`src/design/ddpu_pkg.sv`:
```
`timescale 1ns / 1ps
// ----------------------------------------------------------------------------
// ddpu_pkg: shared types and constants for the pose update block
// Holds the item structs, the configuration register indexes, the controller
// states and commands, and the constant tables of the arithmetic.
// ----------------------------------------------------------------------------
package ddpu_pkg;

    // One input item: one time step.
    typedef struct packed {
        logic signed [31:0] left_speed;
        logic signed [31:0] right_speed;
        logic [15:0]        step_length;
        logic               load_pose;
        logic signed [31:0] new_x;
        logic signed [31:0] new_y;
        logic [15:0]        new_heading;
        logic               take_travel;
    } in_item_t;

    // One result item.
    typedef struct packed {
        logic signed [31:0] pose_x;
        logic signed [31:0] pose_y;
        logic [15:0]        pose_heading;
        logic [47:0]        elapsed;
        logic signed [31:0] travel_left;
        logic signed [31:0] travel_right;
        logic               saturated;
    } out_item_t;

    // Configuration register indexes.
    localparam int          CFG_IDX_W      = 8;
    localparam logic [7:0]  CFG_OFFSET_ONE = 8'd0;
    localparam logic [7:0]  CFG_OFFSET_TWO = 8'd1;
    localparam logic [23:0] OFFSET_RESET   = 24'd65536;

    // 2^32 / (2*pi) in Q32, and the CORDIC start gain in Q30.
    localparam logic [29:0]        TURN_PER_RAD = 30'd683565276;
    localparam logic signed [32:0] CORDIC_GAIN  = 33'sd652032874;

    // Controller states.
    typedef enum logic [4:0] {
        ST_IDLE, ST_MDT, ST_QDIV, ST_TLO, ST_THI, ST_TURN, ST_NUM1, ST_NUM2,
        ST_C0INIT, ST_C0RUN, ST_C0END, ST_VSTART, ST_VDIV, ST_VMUL,
        ST_RSTART, ST_RDIV, ST_C1INIT, ST_C1RUN, ST_C1END,
        ST_XLO, ST_XHI, ST_XFIN, ST_YLO, ST_YHI, ST_YFIN, ST_TL, ST_TR, ST_FIN
    } state_t;

    // Datapath operations.
    typedef enum logic [4:0] {
        OP_NONE, OP_ACCEPT, OP_MDT, OP_DIV, OP_TLO, OP_THI, OP_TURN,
        OP_NUM1, OP_NUM2, OP_C0INIT, OP_C1INIT, OP_CSTEP, OP_C0END, OP_C1END,
        OP_VSTART, OP_RSTART, OP_VMUL, OP_XLO, OP_XHI, OP_XFIN,
        OP_YLO, OP_YHI, OP_YFIN, OP_TL, OP_TR, OP_FIN
    } op_t;

    typedef struct packed {
        op_t op;
    } cmd_t;

    typedef struct packed {
        logic div_last;
        logic cor_last;
        logic straight;
    } stat_t;

    // Arctangent of 2^-i as a 32-bit binary angle.
    function automatic logic [31:0] atan_bam(input logic [4:0] idx);
        logic [31:0] r;
        case (idx)
            5'd0:  r = 32'd536870912;
            5'd1:  r = 32'd316933406;
            5'd2:  r = 32'd167458907;
            5'd3:  r = 32'd85004756;
            5'd4:  r = 32'd42667331;
            5'd5:  r = 32'd21354465;
            5'd6:  r = 32'd10680862;
            5'd7:  r = 32'd5340245;
            5'd8:  r = 32'd2670163;
            5'd9:  r = 32'd1335087;
            5'd10: r = 32'd667544;
            5'd11: r = 32'd333772;
            5'd12: r = 32'd166886;
            5'd13: r = 32'd83443;
            5'd14: r = 32'd41722;
            5'd15: r = 32'd20861;
            5'd16: r = 32'd10430;
            5'd17: r = 32'd5215;
            5'd18: r = 32'd2608;
            5'd19: r = 32'd1304;
            5'd20: r = 32'd652;
            5'd21: r = 32'd326;
            5'd22: r = 32'd163;
            5'd23: r = 32'd81;
            5'd24: r = 32'd41;
            5'd25: r = 32'd20;
            5'd26: r = 32'd10;
            5'd27: r = 32'd5;
            5'd28: r = 32'd3;
            5'd29: r = 32'd1;
            5'd30: r = 32'd1;
            default: r = 32'd0;
        endcase
        return r;
    endfunction

endpackage

```
`src/design/ddpu_ctrl.sv`:
```
`timescale 1ns / 1ps
// ----------------------------------------------------------------------------
// ddpu_ctrl: sequencer of the pose update
// Walks each item through the multiply, divide and CORDIC steps of the
// datapath and owns the input and output handshakes.
// ----------------------------------------------------------------------------
module ddpu_ctrl
(
    input  logic             clk,
    input  logic             rst_n,
    input  logic             in_valid,
    output logic             in_ready,
    output logic             out_valid,
    input  logic             out_ready,
    input  ddpu_pkg::stat_t  stat,
    output ddpu_pkg::cmd_t   cmd
);

    ddpu_pkg::state_t state_reg;
    ddpu_pkg::state_t state_next;
    logic             out_valid_reg;
    logic             out_valid_next;
    logic             slot_free;

    // The output register can take a new item when empty or being drained.
    assign slot_free = !out_valid_reg || out_ready;

    // Next state.
    always_comb
    begin
        state_next = state_reg;
        unique case (state_reg)
            ddpu_pkg::ST_IDLE:   if (in_valid) state_next = ddpu_pkg::ST_MDT;
            ddpu_pkg::ST_MDT:    state_next = ddpu_pkg::ST_QDIV;
            ddpu_pkg::ST_QDIV:   if (stat.div_last) state_next = ddpu_pkg::ST_TLO;
            ddpu_pkg::ST_TLO:    state_next = ddpu_pkg::ST_THI;
            ddpu_pkg::ST_THI:    state_next = ddpu_pkg::ST_TURN;
            ddpu_pkg::ST_TURN:   state_next = ddpu_pkg::ST_NUM1;
            ddpu_pkg::ST_NUM1:   state_next = ddpu_pkg::ST_NUM2;
            ddpu_pkg::ST_NUM2:   state_next = ddpu_pkg::ST_C0INIT;
            ddpu_pkg::ST_C0INIT: state_next = ddpu_pkg::ST_C0RUN;
            ddpu_pkg::ST_C0RUN:  if (stat.cor_last) state_next = ddpu_pkg::ST_C0END;
            ddpu_pkg::ST_C0END:
            begin
                if (stat.straight)
                    state_next = ddpu_pkg::ST_VSTART;
                else
                    state_next = ddpu_pkg::ST_RSTART;
            end
            ddpu_pkg::ST_VSTART: state_next = ddpu_pkg::ST_VDIV;
            ddpu_pkg::ST_VDIV:   if (stat.div_last) state_next = ddpu_pkg::ST_VMUL;
            ddpu_pkg::ST_VMUL:   state_next = ddpu_pkg::ST_XLO;
            ddpu_pkg::ST_RSTART: state_next = ddpu_pkg::ST_RDIV;
            ddpu_pkg::ST_RDIV:   if (stat.div_last) state_next = ddpu_pkg::ST_C1INIT;
            ddpu_pkg::ST_C1INIT: state_next = ddpu_pkg::ST_C1RUN;
            ddpu_pkg::ST_C1RUN:  if (stat.cor_last) state_next = ddpu_pkg::ST_C1END;
            ddpu_pkg::ST_C1END:  state_next = ddpu_pkg::ST_XLO;
            ddpu_pkg::ST_XLO:    state_next = ddpu_pkg::ST_XHI;
            ddpu_pkg::ST_XHI:    state_next = ddpu_pkg::ST_XFIN;
            ddpu_pkg::ST_XFIN:   state_next = ddpu_pkg::ST_YLO;
            ddpu_pkg::ST_YLO:    state_next = ddpu_pkg::ST_YHI;
            ddpu_pkg::ST_YHI:    state_next = ddpu_pkg::ST_YFIN;
            ddpu_pkg::ST_YFIN:   state_next = ddpu_pkg::ST_TL;
            ddpu_pkg::ST_TL:     state_next = ddpu_pkg::ST_TR;
            ddpu_pkg::ST_TR:     state_next = ddpu_pkg::ST_FIN;
            ddpu_pkg::ST_FIN:    if (slot_free) state_next = ddpu_pkg::ST_IDLE;
            default:             state_next = ddpu_pkg::ST_IDLE;
        endcase
    end

    // Commands to the datapath and handshake outputs.
    always_comb
    begin
        cmd.op         = ddpu_pkg::OP_NONE;
        in_ready       = 1'b0;
        out_valid_next = out_valid_reg && !out_ready;
        unique case (state_reg)
            ddpu_pkg::ST_IDLE:
            begin
                in_ready = 1'b1;
                if (in_valid)
                    cmd.op = ddpu_pkg::OP_ACCEPT;
            end
            ddpu_pkg::ST_MDT:    cmd.op = ddpu_pkg::OP_MDT;
            ddpu_pkg::ST_QDIV:   cmd.op = ddpu_pkg::OP_DIV;
            ddpu_pkg::ST_TLO:    cmd.op = ddpu_pkg::OP_TLO;
            ddpu_pkg::ST_THI:    cmd.op = ddpu_pkg::OP_THI;
            ddpu_pkg::ST_TURN:   cmd.op = ddpu_pkg::OP_TURN;
            ddpu_pkg::ST_NUM1:   cmd.op = ddpu_pkg::OP_NUM1;
            ddpu_pkg::ST_NUM2:   cmd.op = ddpu_pkg::OP_NUM2;
            ddpu_pkg::ST_C0INIT: cmd.op = ddpu_pkg::OP_C0INIT;
            ddpu_pkg::ST_C0RUN:  cmd.op = ddpu_pkg::OP_CSTEP;
            ddpu_pkg::ST_C0END:  cmd.op = ddpu_pkg::OP_C0END;
            ddpu_pkg::ST_VSTART: cmd.op = ddpu_pkg::OP_VSTART;
            ddpu_pkg::ST_VDIV:   cmd.op = ddpu_pkg::OP_DIV;
            ddpu_pkg::ST_VMUL:   cmd.op = ddpu_pkg::OP_VMUL;
            ddpu_pkg::ST_RSTART: cmd.op = ddpu_pkg::OP_RSTART;
            ddpu_pkg::ST_RDIV:   cmd.op = ddpu_pkg::OP_DIV;
            ddpu_pkg::ST_C1INIT: cmd.op = ddpu_pkg::OP_C1INIT;
            ddpu_pkg::ST_C1RUN:  cmd.op = ddpu_pkg::OP_CSTEP;
            ddpu_pkg::ST_C1END:  cmd.op = ddpu_pkg::OP_C1END;
            ddpu_pkg::ST_XLO:    cmd.op = ddpu_pkg::OP_XLO;
            ddpu_pkg::ST_XHI:    cmd.op = ddpu_pkg::OP_XHI;
            ddpu_pkg::ST_XFIN:   cmd.op = ddpu_pkg::OP_XFIN;
            ddpu_pkg::ST_YLO:    cmd.op = ddpu_pkg::OP_YLO;
            ddpu_pkg::ST_YHI:    cmd.op = ddpu_pkg::OP_YHI;
            ddpu_pkg::ST_YFIN:   cmd.op = ddpu_pkg::OP_YFIN;
            ddpu_pkg::ST_TL:     cmd.op = ddpu_pkg::OP_TL;
            ddpu_pkg::ST_TR:     cmd.op = ddpu_pkg::OP_TR;
            ddpu_pkg::ST_FIN:
            begin
                if (slot_free)
                begin
                    cmd.op         = ddpu_pkg::OP_FIN;
                    out_valid_next = 1'b1;
                end
            end
            default:             cmd.op = ddpu_pkg::OP_NONE;
        endcase
    end

    assign out_valid = out_valid_reg;

    // State and output valid registers.
    always_ff @(posedge clk or negedge rst_n)
    begin
        if (!rst_n)
        begin
            state_reg     <= ddpu_pkg::ST_IDLE;
            out_valid_reg <= 1'b0;
        end
        else
        begin
            state_reg     <= state_next;
            out_valid_reg <= out_valid_next;
        end
    end

endmodule

```
`config.mk`:
```
export PLATFORM = sky130hd
export DESIGN_NAME = ddpu_ctrl
export DESIGN_NICKNAME = d
export VERILOG_FILES = /design/src/design/ddpu_pkg.sv /design/src/design/ddpu_ctrl.sv
export SDC_FILE = /design/constraint.sdc
export NUM_CORES = 1
export LEC_CHECK = 0
export ABC_AREA = 0
export BUFFER_PORTS_ARGS = -buffer_cell sky130_fd_sc_hd__buf_2
export CELL_PAD_IN_SITES_DETAIL_PLACEMENT = 2
export CELL_PAD_IN_SITES_GLOBAL_PLACEMENT = 2
export CORE_ASPECT_RATIO = 1.1
export CORE_MARGIN = 4
export CORE_UTILIZATION = 27
export CTS_CLUSTER_SIZE = 25
export DETAILED_ROUTE_END_ITERATION = 8
export GPL_TIMING_DRIVEN = 0
export PLACE_DENSITY = 0.78
export SLEW_MARGIN = 30
export SYNTH_ARGS = -nofsm -noshare
export SYNTH_HDL_FRONTEND = slang
export SYNTH_SLANG_ARGS = --single-unit
```
`constraint.sdc`:
```
create_clock -name clk -period 1.5 [get_ports clk]
set_clock_uncertainty 0.05 [all_clocks]
set_input_delay 0 -clock clk [delete_from_list [all_inputs] [get_ports clk]]
set_output_delay 0 -clock clk [all_outputs]
set_load 0.01 [all_outputs]
```
**Yosys cells after proc, flatten, opt, wreduce, memory -nomap -nowiden**

Cells that the tools add are included.
W data, S select, Z words.

- Equality and inequality tests: 34
- Multiplexer cells: 15
- Reduce and logical (&&, ||, !) cells: 9

Operators with widths:

| operator | number |
|---|---|
| $pmux W5 S27 | 1 |
| $pmux W5 S25 | 1 |
| $eq A5 B5 Y1 const B | 12 |
| $eq A5 B4 Y1 const B | 8 |
| $mux W5 | 8 |
| $eq A5 B3 Y1 const B | 4 |
| $ne A2 B2 Y1 const B | 7 |
| $eq A5 B2 Y1 const B | 2 |
| $reduce_and A7 Y1 | 1 |
| $eq A5 B1 Y1 const B | 1 |
| $logic_not A5 Y1 | 1 |
| $mux W1 | 4 |
| $reduce_or A2 Y1 | 2 |
| $mux W3 | 1 |
| $reduce_or A3 Y1 | 1 |
| $logic_not A1 Y1 | 2 |
| $logic_and A1 B1 Y1 | 1 |
| $logic_or A1 B1 Y1 | 1 |

- Flip-flop bits (word level): 6
- Bits of input ports: 7
- Output and inout port bits: 7
- Word-level logic and storage cells: 60

**Longest topological paths before layout**

Gate-level depths: netlist of the first run.

- Depth after elaboration: 4
- Depth in mapped cells: 6
- Mapped depth without buffers: 5

**Worst setup path before layout of the first run**

No wires, ideal clock.

- Path type: register to register
- Start: register state_reg[2]
- End: register state_reg[4]
- Library setup time: 121 ps
- Data arrival time: 1337 ps
- Required time: 1329 ps
- Slack: -8 ps
- Cell stages (with the launch flop): 5
- Buffers on the path: 0
- Period minus slack after synthesis: 1508 ps
- Cells stage by stage: dfrtp_1 or2_2 o32a_1 o311a_4 a22o_1

- Longest elaborated chain between the ends: 3
- Elaborated cells on any way between the ends: 38
- Classes of those cells: eq/ne (34); mux (1); reduce/logical (3)

Ends and longest elaborated chain:

| item | line | RTL |
|---|---|---|
| start, declared | ddpu_ctrl.sv:19 | `ddpu_pkg::state_t state_reg;` |
| start signal, assigned | ddpu_ctrl.sv:129 | `state_reg <= ddpu_pkg::ST_IDLE;` |
| start signal, assigned | ddpu_ctrl.sv:134 | `state_reg <= state_next;` |
| $eq A5 B5 Y1 (tied with other cells) | ddpu_ctrl.sv:32 | `unique case (state_reg)` |
| $reduce_or A2 Y1 (no line) / $ne A2 B2 Y1 (equally long branches) | -- |  |
| $pmux W5 S27 / $reduce_and A7 Y1 (equally long branches) | -- |  |

Several ways; a longest one is shown, not always the timed one.
A chain may end at the register's enable or synchronous reset.

==> flow_summary.toml, run 1 <==
[floorplanning]
core_sq_um = 2500
fp.dieW_um = 56.7
ioPinCount = 14
num_rows = 19
design.die.area_sq_um = 3500
initial_utilization_pct = 28.3
die_h_um = 61.6

[worst_setup_path]
cp_num_buf_inv = 2
critPathTopFamily = "flip-flops"
setup.worst_path.start_class = "flop"
r2r.worst_path.cells = 6
crit_path_end = "cmd[0]"
critical_path_peak_fanout = 9
reg2reg_to = "state_reg[3]"
setup.worst_path.end_class = "primary output"
worst-r2r-setup-slack_ns = -0.18
worst_path_required_time_ns = 1.45
cp_cell_sequence = "inv_4 > a21oi_1 > or4_4 > o221ai_2 > buf_2"
crit_arrival_ns = 1.65
startpoint = "state_reg[0]"
critical_path_class = "reg -> out"
critical-path-slowest-cell = "sky130_fd_sc_hd__dfrtp_2"
critical_path_depth = 5
rr_startpoint = "state_reg[3]"
critPathMaxStageDelay_ns = 0.47

[timing]
timing_worst_slew_pin_value_ns = 0.274
setup_total_negative_slack_ns = -1.48
hold-worst-slack_ns = 0.0377
slack_of_the_critical_path_ns = -0.195
timing.final.hold_violations = 0
fin_crit_ns = 1.70
worst_slew_slack_as_a_fraction_of_its_limit_pct = 81.6
max_freq_mhz = 590
finalMaxSlewViolations = 0
grt_setup_unrepaired = "yes"
finalCritPeriodShare_pct = 113
final-setup-viol-count = 11

[routing]
m1WireLength_um = 1390
dr_total_vias = 968
routed-wl-met3_um = 163
wl_met2_um = 1750
drt-initial-drc-count = 18
drt_first_pass_iters = 4
final_wl_um = 3530
count_of_unresolved_drc_violations_after_routing = 0
top_layer_used = "met4"
route.detailed.wl_per_inst_um = 22.5
ant_nets = 0
detail_route.vias_per_cell = 6.17

[final_layout]
syn2layout_area_growth_pct = 65.4
largest_reg_flops = 5
n_antenna_cell = 0
nNetsFinal = 135
layout.cells.non_filler = 157
final_layout_size_suffix_gt1_share_pct = 57.1
mostFrequentLayoutCells = "sky130_fd_sc_hd__buf_2, sky130_fd_sc_hd__buf_4, sky130_fd_sc_hd__o21ai_0"

[status]
violations_in_the_final_reports = "setup timing"
run_status = "finished with violations"

[clock_tree]
cts_tree = "done"
cts_htree_levels = 1
cts-root-to-sink-buffers = 2
clk_root_buffer_cell = "sky130_fd_sc_hd__clkbuf_4"
clock_tree_sinks = 6
clock_insertion_delay_at_the_later_pin_of_the_skew_report_ns = 0.27
cts_made_buffers = 3
clock_transition_at_the_register_clock_pins_on_the_worst_setup_and_hold_paths_after_cts_ns = 0.06

[global_route]
first_pass_grt_wire_length_um = 5550
grt_pass1_vias = 1063
groute.usage.overall_pct = 21.3
grt_remaining_overflow = 0
antenna_found_initial = 0
grt_start_max_net_pins = 11

[flow_run]
drv_cap = 0

[placed_design]
port_buffers = 13
place.detailed.hpwl_um = 1960
routabilityCongestion = 0.826
dp.cells = 139

[yosys]
synth_fp_nets = 102
synth_warnings = 0
synthTopCellsByArea = "sky130_fd_sc_hd__dfrtp_1, sky130_fd_sc_hd__o21ai_0, sky130_fd_sc_hd__nor2_1"
synth_seq_cells = 6
async_reset_ff_share_pct = 100
synth_top_area_cell = "sky130_fd_sc_hd__dfrtp_1"
post_synth_inst_count = 95
count_of_flip_flops_with_a_built_in_enable_after_synthesis = 0
synth_cell_types = 42
ys_dominant_reg_cell = "sky130_fd_sc_hd__dfrtp_1"
register_area_share_after_synthesis_pct = 21.3
synthesis.area_per_instance_sq_um = 7.43
synth.cell_area_sq_um = 706
yosys.area.top_type_share_pct = 21.3

[power]
power.total_w = 0.00302
power.static_leakage_nw = 0.509
powerDensity_nw_per_um2 = 2590
worst_ir_drop_vdd_v = 0.00113

[hold_path]
worstHoldPathType = "in -> async"
## worst min path at each step
stage,startpoint,end,cells after the start
finish,rst_n,state_reg[0],2
global route,rst_n,state_reg[0],2
CTS,rst_n,state_reg[0],2
detailed placement,rst_n,state_reg[2],1
global placement,rst_n,state_reg[2],1
floorplan,rst_n,out_valid,0
## timing repair
action | in CTS | in global routing
cloned | 1 | 0
setup buffers | 13 | 0
hold buffers | 1 | 0
endpoints found under the hold margin | 6 | 0
resized for setup | 39 | 22
setup endpoints to repair | 11 | 11
pin swaps | 4 | 0
## routing by layer
layer | vias to the layer above | global-route usage (%)
met3 | 17 | 2.52
li1 | 423 | -
met5 | - | 0
met4 | 0 | 18.2
met1 | 485 | 23.3
met2 | 43 | 37.5
## synth_stat cells (2+ instances only)
cell type,n
sky130_fd_sc_hd__a21oi_1,5
sky130_fd_sc_hd__a22o_1,2
sky130_fd_sc_hd__and2_1,2
sky130_fd_sc_hd__buf_2,5
sky130_fd_sc_hd__clkbuf_1,3
sky130_fd_sc_hd__dfrtp_1,6
sky130_fd_sc_hd__inv_1,2
sky130_fd_sc_hd__nand2_1,8
sky130_fd_sc_hd__nand2b_1,3
sky130_fd_sc_hd__nand4_1,3
sky130_fd_sc_hd__nor2_1,10
sky130_fd_sc_hd__o21ai_0,15
sky130_fd_sc_hd__o221a_2,2
## report_power, final
| part | total (W) | internal [W] | leakage, nW | switching, W |
|---|---|---|---|---|
| Sequential | 0.000346 | 0.000241 | 0.0720 | 0.000105 |
| Combinational | 0.00251 | 0.00119 | 0.423 | 0.00132 |
| Clock | 0.000172 | 0.0000920 | 0.0138 | 0.0000802 |
| Total | 0.00302 | 0.00152 | 0.509 | 0.00150 |
## worst register-to-register path, cell delays in order (launching register included)
cell and delay (ns):
sky130_fd_sc_hd__dfrtp_1 0.40, sky130_fd_sc_hd__buf_4 0.17, sky130_fd_sc_hd__nand2b_4 0.14, sky130_fd_sc_hd__and2_4 0.13, sky130_fd_sc_hd__o32a_1 0.32, sky130_fd_sc_hd__o311a_4 0.16, sky130_fd_sc_hd__o211ai_1 0.22
## stage by stage
stage	setup WS, ns	area [sq um]	utilization [%]
floorplan	-0.00803	706	-
global placement	-0.215	810	32.4
detailed placement	-0.209	810	32.4
CTS	-0.168	1090	43.7
global route	-0.246	1170	46.8
finish	-0.195	1170	46.8
## cells by family after synthesis
group / after synthesis / share of synthesized area (%)
buffers and inverters: 12 / 8.51
and+or+nand+nor: 38 / 29.1
AOI/OAI and AO/OA: 38 / 39.7
DFF: 6 / 21.3
muxes: 1 / 1.42
## final cells by class
cell class | count | area [sq um]
Buffer | 9 | 125
Multi-Input combinational cell | 77 | 608
Tap cell | 31 | 38.8
Sequential cell | 6 | 154
Inverter | 3 | 18.8
Timing Repair Buffer | 28 | 200
Clock buffer | 3 | 22.5
Fill cell | 293 | 1330
Power figures use the tool's default switching activity.
==> run 2, diff against run 1 <==
==> constraint.sdc (replaced) <==
create_clock -name clk -period 1.41 [get_ports clk]
set_clock_uncertainty 0.05 [all_clocks]
set_input_delay 0 -clock clk [delete_from_list [all_inputs] [get_ports clk]]
set_output_delay 0 -clock clk [all_outputs]
set_load 0.01 [all_outputs]
==> flow_summary.toml, run 2 (synthesized netlist as in run 1, its figures left out) <==
[status]
run_status = "finished with violations"
violations_in_the_final_reports = "setup timing"

[routing]
final_wl_um = 3770
detail_route.vias_per_cell = 5.78
dr_total_vias = 925
ant_nets = 0
route.detailed.wl_per_inst_um = 23.6
drt_first_pass_iters = 4
count_of_unresolved_drc_violations_after_routing = 0
drt-initial-drc-count = 22

[clock_tree]
clock_transition_at_the_register_clock_pins_on_the_worst_setup_and_hold_paths_after_cts_ns = 0.06
cts_made_buffers = 3
cts-root-to-sink-buffers = 2
cts_htree_levels = 1
cts_tree = "done"
clock_insertion_delay_at_the_later_pin_of_the_skew_report_ns = 0.28
clock_tree_sinks = 6
clk_root_buffer_cell = "sky130_fd_sc_hd__clkbuf_4"

[timing]
finalMaxSlewViolations = 0
timing_worst_slew_pin_value_ns = 0.247
slack_of_the_critical_path_ns = -0.305
final-setup-viol-count = 11
max_freq_mhz = 583
grt_setup_unrepaired = "yes"
worst_slew_slack_as_a_fraction_of_its_limit_pct = 83.4
timing.final.hold_violations = 0
fin_crit_ns = 1.71
finalCritPeriodShare_pct = 122

[worst_setup_path]
r2r.worst_path.cells = 5
critPathTopFamily = "compound AO/OA/AOI/OAI gates"
critical-path-slowest-cell = "sky130_fd_sc_hd__dfrtp_2"
worst_path_required_time_ns = 1.55
setup.worst_path.start_class = "flop"
cp_cell_sequence = "and2b_2 > nand4_1 > o32a_1 > o311a_4 > mux2i_1"
critical_path_depth = 5
critical_path_peak_fanout = 5
cp_num_buf_inv = 0
setup.worst_path.end_class = "flop"
critical_path_class = "reg -> reg"
crit_arrival_ns = 1.85
critPathMaxStageDelay_ns = 0.43

[final_layout]
final_layout_size_suffix_gt1_share_pct = 62.0
syn2layout_area_growth_pct = 71.1
mostFrequentLayoutCells = "sky130_fd_sc_hd__buf_2, sky130_fd_sc_hd__buf_4, sky130_fd_sc_hd__buf_6"
layout.cells.most_common = "sky130_fd_sc_hd__buf_2"
largest_reg_flops = 5
final_cell_area_sq_um = 1210
n_antenna_cell = 0
nNetsFinal = 138
fillCellCount = 269
final_util_pct = 48.4

[floorplanning]
die_h_um = 61.6
ioPinCount = 14
num_rows = 19
core_sq_um = 2500
initial_utilization_pct = 28.3
fp.dieW_um = 56.7
design.die.area_sq_um = 3500

[global_route]
grt_remaining_overflow = 0
grt_pass1_vias = 1016
grt_start_max_net_pins = 11
antenna_found_initial = 0
first_pass_grt_wire_length_um = 5710
groute.usage.overall_pct = 21.8

[flow_run]
drv_cap = 0

[placed_design]
dpl_cell_area_sq_um = 816
routabilityCongestion = 0.772
port_buffers = 13
dp_worst_setup_slack_ns = -0.323
place.detailed.hpwl_um = 2010

[hold_path]
worstHoldPathType = "in -> async"

[power]
worst_ir_drop_vdd_v = 0.00140
powerDensity_nw_per_um2 = 2820
power.static_leakage_nw = 0.530
==> run 2: cell count changes in the layout (fill, tap and decap cells not counted), sizes merged <==
cell / before / now
clkbuf: 5 / 3
buf: 34 / 39
==> run 2: layout make-up <==
class                           instances  area, sq um  share of cell area (%)
Multi-Input combinational cell         77          622                    51.5
Timing Repair Buffer                   31          231                    19.2
Sequential cell                         6          155                    12.8
Buffer                                  9          114                    9.43
Tap cell                               31         38.8                    3.21
Inverter                                3         23.8                    1.97
Clock buffer                            3         22.5                    1.87
==> run 2: worst paths after layout <==
kind	start	end	slack, ns
worst max-delay path	state_reg[2]	state_reg[0]	-0.30
worst min-delay path	rst_n	state_reg[1]	0.03
worst max register to register	state_reg[2]	state_reg[0]	-0.30
worst min register to register	out_valid	out_valid	0.58
max in group asynchronous	rst_n	state_reg[3]	1.11
min in group clk	out_ready	out_valid	0.09
==> run 2: what timing repair did <==
item,CTS,global route
gates resized for setup,48,31
endpoints found under the hold margin,6,0
buffers inserted,15,4
gates cloned,0,1
pin swaps,6,8
endpoints found under the setup margin,11,12
hold buffers,1,0
==> run 2: report_power, final <==
part	internal (W)	switching [W]	total [W]	leakage, nW
Sequential	0.000258	0.000110	0.000368	0.0708
Clock	0.0000990	0.000102	0.000201	0.0138
Combinational	0.00134	0.00149	0.00283	0.445
==> run 2: metrics by stage <==
step / TNS (ns) / hold slack (ns) / power, W / cells
finish: -2.61 / 0.0295 / 0.00340 / 160
global route: -3.15 / 0.0547 / 0.00362 / 160
CTS: -2.20 / 0.0513 / 0.00282 / 158
detailed placement: -2.20 / -0.216 / 0.00201 / 139
global placement: -1.54 / -0.220 / 0.00196 / 139
floorplan: -0.207 / -0.346 / 0.00150 / 95
==> run 2: per-layer routing <==
layer	track usage, %	share of wire (%)	vias to the layer above	routed length, um
met3	4.82	3.5	8	133
met1	27.4	42	456	1600
met5	0	0	-	0
li1	-	-	427	-
met4	5.30	2.1	0	80
met2	38.4	52	34	1960
